==> src/rtl/pfs_pkg.sv <==
// Shared constants, codes and types of the parity filter stack.
package pfs_pkg;

  localparam int unsigned STACK_DEPTH = 64;
  localparam int unsigned ADDR_W      = $clog2(STACK_DEPTH);
  localparam int unsigned CNT_W       = $clog2(STACK_DEPTH + 1);
  localparam int unsigned WORD_W      = 32;
  localparam int unsigned MODE_W      = 3;
  localparam int unsigned STAT_W      = 2;
  localparam int unsigned FILL_W      = 7;

  typedef enum logic [MODE_W-1:0] {
    MODE_PUSH      = 3'd0,
    MODE_POP       = 3'd1,
    MODE_PEEK      = 3'd2,
    MODE_DROP_ODD  = 3'd3,
    MODE_DROP_EVEN = 3'd4
  } mode_e;

  typedef enum logic [STAT_W-1:0] {
    STAT_OK      = 2'd0,
    STAT_EMPTY   = 2'd1,
    STAT_NOMATCH = 2'd2,
    STAT_FULL    = 2'd3
  } status_e;

  typedef enum logic [2:0] {
    S_IDLE,
    S_SCAN_RD,
    S_SCAN_CHK,
    S_SHIFT_RD,
    S_SHIFT_WR,
    S_TOP_RD,
    S_RESULT
  } state_e;

  typedef struct packed {
    status_e                   status;
    logic signed [WORD_W-1:0]  top_value;
    logic        [FILL_W-1:0]  fill_count;
    logic                      is_empty;
  } res_t;

endpackage

==> src/rtl/pfs_if.sv <==
// Valid/ready channel interfaces for operations and results of the stack.
interface pfs_in_if;
  logic              valid;
  logic              ready;
  logic [2:0]        mode;
  logic signed [31:0] push_value;

  modport source (output valid, output mode, output push_value, input ready);
  modport sink (input valid, input mode, input push_value, output ready);
endinterface

interface pfs_out_if;
  logic               valid;
  logic               ready;
  logic [1:0]         status;
  logic signed [31:0] top_value;
  logic [6:0]         fill_count;
  logic               is_empty;

  modport source (output valid, output status, output top_value, output fill_count,
                  output is_empty, input ready);
  modport sink (input valid, input status, input top_value, input fill_count,
                input is_empty, output ready);
endinterface

==> src/rtl/pfs_engine.sv <==
// Sequencer and entry memory that carry out one stack operation at a time.
module pfs_engine (
  input  logic            clk_i,
  input  logic            rst_ni,
  pfs_in_if.sink          req_i,
  output logic            res_valid_o,
  output pfs_pkg::res_t   res_o,
  input  logic            res_take_i
);
  import pfs_pkg::*;

  logic [WORD_W-1:0] entry_mem [STACK_DEPTH];
  logic [WORD_W-1:0] rdata_q;

  state_e             state_q, state_d;
  logic [CNT_W-1:0]   count_q, count_d;
  logic [ADDR_W-1:0]  idx_q, idx_d;
  logic               want_q, want_d;
  status_e            status_q, status_d;

  logic               wr_en;
  logic [ADDR_W-1:0]  wr_addr;
  logic [WORD_W-1:0]  wr_data;
  logic               rd_en;
  logic [ADDR_W-1:0]  rd_addr;
  logic [CNT_W-1:0]   idx_ext;

  assign idx_ext = CNT_W'(idx_q);

  always_ff @(posedge clk_i) begin
    if (wr_en) begin
      entry_mem[wr_addr] <= wr_data;
    end
    if (rd_en) begin
      rdata_q <= entry_mem[rd_addr];
    end
  end

  always_ff @(posedge clk_i or negedge rst_ni) begin
    if (!rst_ni) begin
      state_q  <= S_IDLE;
      count_q  <= '0;
      idx_q    <= '0;
      want_q   <= 1'b0;
      status_q <= STAT_OK;
    end else begin
      state_q  <= state_d;
      count_q  <= count_d;
      idx_q    <= idx_d;
      want_q   <= want_d;
      status_q <= status_d;
    end
  end

  always_comb begin
    state_d     = state_q;
    count_d     = count_q;
    idx_d       = idx_q;
    want_d      = want_q;
    status_d    = status_q;
    wr_en       = 1'b0;
    wr_addr     = idx_q;
    wr_data     = rdata_q;
    rd_en       = 1'b0;
    rd_addr     = idx_q;
    req_i.ready = 1'b0;
    res_valid_o = 1'b0;

    case (state_q)
      S_IDLE: begin
        req_i.ready = 1'b1;
        if (req_i.valid) begin
          status_d = STAT_OK;
          state_d  = S_TOP_RD;
          case (req_i.mode)
            MODE_PUSH: begin
              if (count_q == CNT_W'(STACK_DEPTH)) begin
                status_d = STAT_FULL;
              end else begin
                wr_en   = 1'b1;
                wr_addr = ADDR_W'(count_q);
                wr_data = req_i.push_value;
                count_d = count_q + CNT_W'(1);
              end
            end
            MODE_POP: begin
              if (count_q == '0) begin
                status_d = STAT_EMPTY;
              end else begin
                count_d = count_q - CNT_W'(1);
              end
            end
            MODE_PEEK: begin
              if (count_q == '0) begin
                status_d = STAT_EMPTY;
              end
            end
            MODE_DROP_ODD, MODE_DROP_EVEN: begin
              if (count_q == '0) begin
                status_d = STAT_EMPTY;
              end else begin
                want_d  = (req_i.mode == MODE_DROP_ODD);
                idx_d   = ADDR_W'(count_q - CNT_W'(1));
                state_d = S_SCAN_RD;
              end
            end
            default: begin
              // Unused mode codes only report the stack as it stands.
              status_d = STAT_OK;
            end
          endcase
        end
      end
      S_SCAN_RD: begin
        rd_en   = 1'b1;
        state_d = S_SCAN_CHK;
      end
      S_SCAN_CHK: begin
        if (rdata_q[0] == want_q) begin
          if (idx_ext + CNT_W'(1) < count_q) begin
            state_d = S_SHIFT_RD;
          end else begin
            count_d = count_q - CNT_W'(1);
            state_d = S_TOP_RD;
          end
        end else if (idx_q == '0) begin
          status_d = STAT_NOMATCH;
          state_d  = S_TOP_RD;
        end else begin
          idx_d   = idx_q - ADDR_W'(1);
          state_d = S_SCAN_RD;
        end
      end
      S_SHIFT_RD: begin
        // Fetch the entry above the gap; it moves down one slot next cycle.
        rd_en   = 1'b1;
        rd_addr = idx_q + ADDR_W'(1);
        state_d = S_SHIFT_WR;
      end
      S_SHIFT_WR: begin
        wr_en = 1'b1;
        if (idx_ext + CNT_W'(2) == count_q) begin
          count_d = count_q - CNT_W'(1);
          state_d = S_TOP_RD;
        end else begin
          idx_d   = idx_q + ADDR_W'(1);
          state_d = S_SHIFT_RD;
        end
      end
      S_TOP_RD: begin
        rd_en   = (count_q != '0);
        rd_addr = ADDR_W'(count_q - CNT_W'(1));
        state_d = S_RESULT;
      end
      S_RESULT: begin
        res_valid_o = 1'b1;
        if (res_take_i) begin
          state_d = S_IDLE;
        end
      end
      default: begin
        state_d = S_IDLE;
      end
    endcase
  end

  assign res_o.status     = status_q;
  assign res_o.top_value  = (count_q == '0) ? '0 : rdata_q;
  assign res_o.fill_count = FILL_W'(count_q);
  assign res_o.is_empty   = (count_q == '0);

endmodule

==> src/rtl/parity_filter_stack.sv <==
// Top level of the parity filter stack: operation channel, engine and result register.
// Push, pop, peek and unused codes: the engine reads the top entry (S_TOP_RD), then holds
// the result (S_RESULT) until the result register takes it; the next operation is accepted in
// the cycle after the result leaves the engine. Odd/even removal: the engine scans from the top,
// reading and checking each entry (S_SCAN_RD, S_SCAN_CHK), then moves each entry above the removed
// one down a slot (S_SHIFT_RD, S_SHIFT_WR) through the one read port. One operation is in the engine at a time.
// Reset clears the fill count and the control state; the entry memory is not cleared.
module parity_filter_stack (
  input  logic       clk_i,
  input  logic       rst_ni,
  pfs_in_if.sink     req_i,
  pfs_out_if.source  rsp_o
);
  import pfs_pkg::*;

  logic res_valid;
  res_t res;
  logic res_take;
  logic out_valid_q, out_valid_d;
  res_t out_q;

  pfs_engine u_engine (
    .clk_i       (clk_i),
    .rst_ni      (rst_ni),
    .req_i       (req_i),
    .res_valid_o (res_valid),
    .res_o       (res),
    .res_take_i  (res_take)
  );

  assign res_take = res_valid && (!out_valid_q || rsp_o.ready);

  always_comb begin
    out_valid_d = out_valid_q;
    if (res_take) begin
      out_valid_d = 1'b1;
    end else if (rsp_o.ready) begin
      out_valid_d = 1'b0;
    end
  end

  always_ff @(posedge clk_i or negedge rst_ni) begin
    if (!rst_ni) begin
      out_valid_q <= 1'b0;
    end else begin
      out_valid_q <= out_valid_d;
    end
  end

  always_ff @(posedge clk_i) begin
    if (res_take) begin
      out_q <= res;
    end
  end

  assign rsp_o.valid      = out_valid_q;
  assign rsp_o.status     = out_q.status;
  assign rsp_o.top_value  = out_q.top_value;
  assign rsp_o.fill_count = out_q.fill_count;
  assign rsp_o.is_empty   = out_q.is_empty;

endmodule

==> src/flat_wrapper.sv <==
// flat-port wrapper written by rule: the top's interface ports become plain ports
module parity_filter_stack_flat import pfs_pkg::*;
  (clk_i, rst_ni, req_i_valid, req_i_mode, req_i_push_value, req_i_ready, rsp_o_valid, rsp_o_status, rsp_o_top_value, rsp_o_fill_count, rsp_o_is_empty, rsp_o_ready);
  pfs_in_if req_i_i ();
  pfs_out_if rsp_o_i ();
  input  logic clk_i;
  input  logic rst_ni;
  input wire logic [$bits(req_i_i.valid)-1:0] req_i_valid;
  input wire logic [$bits(req_i_i.mode)-1:0] req_i_mode;
  input wire logic [$bits(req_i_i.push_value)-1:0] req_i_push_value;
  output wire logic [$bits(req_i_i.ready)-1:0] req_i_ready;
  output wire logic [$bits(rsp_o_i.valid)-1:0] rsp_o_valid;
  output wire logic [$bits(rsp_o_i.status)-1:0] rsp_o_status;
  output wire logic [$bits(rsp_o_i.top_value)-1:0] rsp_o_top_value;
  output wire logic [$bits(rsp_o_i.fill_count)-1:0] rsp_o_fill_count;
  output wire logic [$bits(rsp_o_i.is_empty)-1:0] rsp_o_is_empty;
  input wire logic [$bits(rsp_o_i.ready)-1:0] rsp_o_ready;
  assign req_i_i.valid = req_i_valid;
  assign req_i_i.mode = req_i_mode;
  assign req_i_i.push_value = req_i_push_value;
  assign req_i_ready = req_i_i.ready;
  assign rsp_o_valid = rsp_o_i.valid;
  assign rsp_o_status = rsp_o_i.status;
  assign rsp_o_top_value = rsp_o_i.top_value;
  assign rsp_o_fill_count = rsp_o_i.fill_count;
  assign rsp_o_is_empty = rsp_o_i.is_empty;
  assign rsp_o_i.ready = rsp_o_ready;
  parity_filter_stack u_core (.clk_i(clk_i), .rst_ni(rst_ni), .req_i(req_i_i), .rsp_o(rsp_o_i));
endmodule
==> config.mk <==
export PLATFORM = sky130hd
export DESIGN_NAME = parity_filter_stack_flat
export DESIGN_NICKNAME = d
export VERILOG_FILES = /design/src/rtl/pfs_pkg.sv /design/src/rtl/pfs_if.sv /design/src/rtl/pfs_engine.sv /design/src/rtl/parity_filter_stack.sv /design/src/flat_wrapper.sv
export SDC_FILE = /design/constraint.sdc
export NUM_CORES = 2
export LEC_CHECK = 0
export BUFFER_PORTS_ARGS = -buffer_cell sky130_fd_sc_hd__buf_2
export CAP_MARGIN = 20
export CELL_PAD_IN_SITES_DETAIL_PLACEMENT = 0
export CELL_PAD_IN_SITES_GLOBAL_PLACEMENT = 1
export CORE_MARGIN = 5
export CORE_UTILIZATION = 46
export CTS_CLUSTER_SIZE = 24
export DETAILED_ROUTE_END_ITERATION = 16
export PLACE_DENSITY = 0.72
export SLEW_MARGIN = 15
export SYNTH_ARGS = -nofsm -noshare
export SYNTH_HDL_FRONTEND = slang
export SYNTH_HIERARCHICAL = 1
export SYNTH_SLANG_ARGS = --single-unit
==> constraint.sdc <==
create_clock -name clk_i -period 4.95 [get_ports clk_i]
set_input_delay 0.99 -clock clk_i [delete_from_list [all_inputs] [get_ports clk_i]]
set_output_delay 0.99 -clock clk_i [all_outputs]
set_load 0.005 [all_outputs]
* After elaboration in Yosys (flattened, before gate mapping)
Memories as Yosys holds them, arrays and structs flattened. A register that Yosys moved wholly into a read port is not among the register bits.
Index checks and enable logic that the tools add are counted.
** Storage, ports and cells
- Input bits :: 39
- Output and inout bits :: 44
- Word-level logic and storage cells :: 116
- Bits in registers :: 62
- Memories :: 1
- RAM bits :: 2048
** Memories
- u_core.u_engine.entry_mem :: words 64, width 32, read ports 1, clocked after Yosys merged registers in 1, write ports 1, line pfs_engine.sv:12 : logic [WORD_W-1:0] entry_mem [STACK_DEPTH];
** Operators by class
- Bitwise operators :: 1
- Reductions and logical operators :: 19
- Add/subtract/negate cells :: 6
- Order comparisons :: 1
- Muxes and demuxes :: 51
- Equality and inequality tests :: 27
** Operator list (count)
- two-way mux 32 bit :: 4
- two-way mux 6 bit :: 10
- two-way mux 7 bit :: 6
- two-way mux 3 bit :: 8
- one-hot mux 3 bit (7 select lines) :: 1
- one-hot mux 7 bit (3 select lines) :: 1
- != test 2 bit, second input constant :: 9
- one-hot mux 6 bit (3 select lines) :: 1
- one-hot mux 7 bit (2 select lines) :: 1
- equality test 3 x 2 -> 1 bit, second input constant :: 4
- equality test 3 bit, second input constant :: 4
- one-hot mux 6 bit (2 select lines) :: 1
- two-way mux 1 bit :: 10
- two-way mux 2 bit :: 4
- one-hot mux 2 bit (2 select lines) :: 2
- AND reduction 4 bit :: 2
- AND reduction 8 bit :: 1
- adder 6 x 1 -> 7 bit, second input constant :: 1
- adder 6 x 2 -> 7 bit, second input constant :: 1
- adder 7 x 1 -> 7 bit, second input constant :: 1
- equality test 7 bit :: 1
- equality test 7 bit, second input constant :: 1
- zero test 7 bit :: 1
- < comparator 7 bit :: 1
- other kinds (22) :: 29

* Depth between registers and ports, before layout
- Word-level depth :: 7
- Gate-level depth with buffers :: 15
- Gate-level depth less buffers :: 11

* By module
Netlist, hierarchy kept.
** By module, submodules not included
- pfs_engine :: area each 84573.6 µm², times used 1, seq. area each 62935.4 µm², cells each 5956
- parity_filter_stack :: area each 1305.0 µm², times used 1, seq. area each 1286.2 µm², cells each 46

* Least setup slack after synthesis
No wires, ideal clock.
- Kind :: reg2reg
- Start :: register u_core.u_engine.state_q[0]
- End :: memory u_core.u_engine.entry_mem[35][0] (enable)
- Data required time :: 4.529 ns
- Buffers on the path :: 3
- Setup slack :: 0.829 ns
- Library setup time :: 0.421 ns
- Period minus slack after synthesis :: 4.121 ns
- Data arrival time :: 3.700 ns
- Cell stages (with the launch flop) :: 11
- Path through :: dfrtp_1 buf_2 buf_2 nor3_1 nand2_1 and3b_1 buf_2 mux2_2 nor2_1 nand2_1 nor2_1
** Between the ends
- Longest elaborated chain between the ends :: 4
- Elaborated cells on any way between the ends :: 6
- Classes of those cells :: eq/ne (1); mux (4); reduce/logical (1)
** Ends and longest elaborated chain
- from (decl) :: line pfs_engine.sv:15 : state_e state_q, state_d;
- from (signal assigned) :: line pfs_engine.sv:47 : state_q <= state_d;
- equality test 3 bit / zero test 3 bit (equally long branches) :: line pfs_engine.sv:69 : case (state_q)
- one-hot mux 1 bit (2 select lines) :: line pfs_engine.sv:69
- two-way mux 1 bit :: line pfs_engine.sv:31 : if (wr_en) begin
- two-way mux 1 bit (not written as such) :: line pfs_engine.sv:32 : entry_mem[wr_addr] <= wr_data;
- to (decl) :: line pfs_engine.sv:12
Several ways; a longest one is shown, not always the timed one.

* Worst setup path after layout
- Start :: register u_core.u_engine.idx_q[1]
- End :: register u_core.u_engine.rdata_q[8], read port of u_core.u_engine.entry_mem (data pin)
** Between the ends
- Longest elaborated chain between the ends :: 2
** Ends and longest elaborated chain
- from (decl) :: line pfs_engine.sv:17 : logic [ADDR_W-1:0] idx_q, idx_d;
- from (signal assigned) :: line pfs_engine.sv:49 : idx_q <= idx_d;
- adder 6 x 1 -> 6 bit :: line pfs_engine.sv:137 : rd_addr = idx_q + ADDR_W'(1);
- one-hot mux 6 bit (2 select lines) * :: line pfs_engine.sv:69
- to (decl) :: line pfs_engine.sv:13 : logic [WORD_W-1:0] rdata_q;
Mark *: on every way between the ends. The rest lies on a longest branch, timed or not.
A chain may end at the register's enable or synchronous reset.

==> flow_summary.yaml <==
setup_path:
  critical-path-slowest-cell: "nor3_4"
  crit_type: "flip-flop to flip-flop"
  path_cells: "ha_1 > nor2b_1 > o22ai_2 > nor3_4 > buf_4 > mux4_2 > mux2_2 > a32oi_1 > o21ai_0 > a211o_1"
  crit_fanout: 13
  cpPeakStageDelay_ns: 1.01
  setup.worst_path.end_class: "flip-flop"
  cp-start-kind: "flip-flop"
  worst_ep_required_time_ns: 5.55
  arrival_ns: 5.35
timing:
  rsz0062_at_grt: "false"
  period_needed_ns: 4.75
  setup_viol: 0
  clock.fmax_ghz: 0.211
  fin_crit_sh_pct: 96.0
  tightest_slew_ns: 1.20
  fin_tns_setup_ns: 0
  slew-limit-headroom_pct: 20.0
  final-hold-violation-count: 0
  skew_ns: 0.0312
  slew_viol_final: 0
yosys:
  synth_top_area_cell: "edfxtp_1"
  yosys-top-cells-area: "edfxtp_1, nand2_1, nand3_1, mux2i_1, a211oi_1"
  synth.avg_cell_area_um2: 14.3
  post-synth-top-area-fraction_pct: 74.2
  synth_nets: 6057
  seq_area_frac_synth_pct: 74.8
  async_reset_ff_share_pct: 0.934
  yosysWarnings: 6
  synth_cell_types: 83
  syn_inst: 6002
  ys.flop_type: "edfxtp_1"
  syn_area_mm2: 0.0859
  synth_edf_count: 2122
  ys_ff_latch: 2142
clock_network:
  cts_tree: "yes"
  cts.path.max_buffers: 3
  clkLatencyLatePin_ns: 0.86
  post_cts_resized: 0
  cts_setup_buffers: 0
  cts_buffers: 210
  clock-root-buffer: "clkbuf_16"
  clkSlewWorstSetupHoldPaths_ns: 0.07
  cts.sinks: 2142
  cts_hold_buffers: 0
  cts_max_level: 4
layout:
  mostFrequentLayoutCell: "edfxtp_1"
  nNetsFinal: 6277
  area_growth_pct: 14.3
  final_util_pct: 52.9
  layout_common_cells: "edfxtp_1, nand2_1, nand3_1, buf_4, clkbuf_16"
  drive_above_1_share_pct: 13.6
  design_area_mm2: 0.0981
  fillCellCount: 15074
route:
  first_pass_iters: 6
  wl_mm: 284
  viasPerCell: 6.26
  vias: 55535
  drc: 0
  wl_per_cell_um: 32.0
  ant_nets: 0
  drtIter0Drc: 7958
placement:
  dpl-instance-area_mm2: 0.0916
  io_buffers: 82
  gp_congestion: 0.852
  dpl.hpwl_mm: 161
power_and_ir_drop:
  p_comb_share_pct: 47.7
  p_clk_share_pct: 20.3
  power.internal_mw: 42.5
  vdd_ir_drop_max_mv: 0.592
  power_density_mw_per_mm2: 766
  pwr-share-seq_pct: 32.0
  netSwitchingPower_mw: 32.6
  p_sw_share_pct: 43.4
  power.leakage_nw: 32.8
die:
  fp.dieH_um: 442
  die_x_um: 442
  core_area_mm2: 0.186
  initial_core_util_pct: 46.3
  rows: 158
  ioPinCount: 83
  die-area_mm2: 0.195
global_route:
  antenna_found_initial: 9
  grt_pass1_wl_mm: 398
  overflow: 0
  grt_pass1_vias: 52358
  grt_usage_pct: 28.3
  grt_max_degree: 104
status:
  run_status: "complete, no violations"
min_path:
  hp-class: "input pin to async pin"
run:
  maxCapViolCount: 0
critical path: cells and delay by family (launching register included):
family                   cells  cell delay [ns]
AO/OA/AOI/OAI                4             1.28
adder cells (fa/ha/maj)      1             0.40
buffers and inverters        1             0.34
flip-flops                   1             0.59
multiplexers                 2             0.60
AND/OR/NAND/NOR              2             1.26
kinds of logic (layout without fill, tap and decap cells):
kind of cell,count (synthesis),count (layout),share of synthesized area (%)
flip-flops,2142,2142,74.8
adder cells (fa/ha/maj),16,16,0.233
buffers and inverters,428,816,2.33
other,0,4,0
AND/OR/NAND/NOR,2302,2302,11.9
AO/OA/AOI/OAI,850,850,7.29
multiplexers,239,239,3.25
XOR/XNOR,25,25,0.255
power groups by stage:
stage          registers, mW  logic, mW  clock network (mW)
6_report                24.0       35.9                15.3
5_1_grt                 24.1       37.8                16.1
4_1_cts                 24.1       35.3                15.4
3_5_place_dp            24.4       35.2                   0
3_3_place_gp            24.4       34.9                   0
2_1_floorplan           24.1       20.9                   0
layer usage:
metal | vias to the layer above | share of wire (%) | GRT usage [%]
met2 | 3242 | 46 | 44.4
met4 | 8 | 5.0 | 12.7
met5 | - | 0.019 | 0
met3 | 605 | 10 | 5.72
met1 | 28231 | 39 | 38.5
li1 | 23449 | - | -
state kept, by name, indices dropped and copies added, names as in the netlist:
signal / flops
u_core/u_engine/entry_mem: 2048
u_core/rsp_o.top_value: 32
u_core/u_engine/rdata_q: 32
u_core/rsp_o.fill_count: 7
u_core/u_engine/count_q: 7
u_core/u_engine/idx_q: 6
u_core/u_engine/state_q: 3
u_core/rsp_o.status: 2
u_core/u_engine/status_q: 2
u_core/rsp_o.is_empty: 1
u_core/rsp_o.valid: 1
u_core/u_engine/want_q: 1
metrics by stage:
step,std cells,total power [mW],hold WS (ns),worst slack [ns]
detailed placement,8487,59.6,0.438,0.407
CTS,8867,74.8,0.0618,0.379
finish,8874,75.2,0.103,0.200
global route,8874,78.0,0.128,0.226
floorplan,6002,44.9,0.420,0.829
global placement,8483,59.3,0.438,0.381
cells in the mapped netlist, drive strengths merged (5+ instances only):
cell type	n
a22oi	12
edfxtp	2122
mux2i	164
nand2b	7
o21a	10
mux2	48
ha	16
nand2	1374
a32oi	93
a41o	5
a31oi	108
buf	286
and2	37
nor3	39
a31o	5
a311oi	135
o211ai	24
a211o	8
and3	183
o2111ai	7
o31ai	11
a21oi	91
clkbuf	118
xnor2	17
o21ai	78
nand3	433
nor2	119
and4	7
nor2b	6
nand4	66
o31a	6
or4	9
nor4	7
a211oi	169
dfrtp	20
mux4	27
xor2	8
a32o	10
inv	24
a221oi	15
o22ai	28
final cells by class:
class                   count  area, µm²  share of cell area [%]
flip-flops and latches   2142      64200                    65.4
multi-input cells        3432      20300                    20.7
clock buffers             275       5560                    5.67
repair buffers            412       3930                    4.00
well taps                2480       3100                    3.16
clock inverters           105        898                   0.915
inverters                  24       90.1                  0.0918
diodes                      4       10.0                  0.0102
final timing paths:
check                                            startpoint  cells past startpoint                          to  slack [ns]
worst min register to register  u_core/u_engine/status_q[0]                      0      u_core/rsp_o.status[0]        0.45
min in group clk_i                              rsp_o_ready                      3          u_core/rsp_o.valid        0.43
max in group asynchronous                            rst_ni                      1  u_core/u_engine/count_q[1]        4.48
worst max register to register     u_core/u_engine/idx_q[1]                     10  u_core/u_engine/rdata_q[8]        0.20
worst min-delay path                                 rst_ni                      1  u_core/u_engine/state_q[1]        0.10
worst max-delay path               u_core/u_engine/idx_q[1]                     10  u_core/u_engine/rdata_q[8]        0.20
Note: power is estimated with default switching activity, not from simulation.
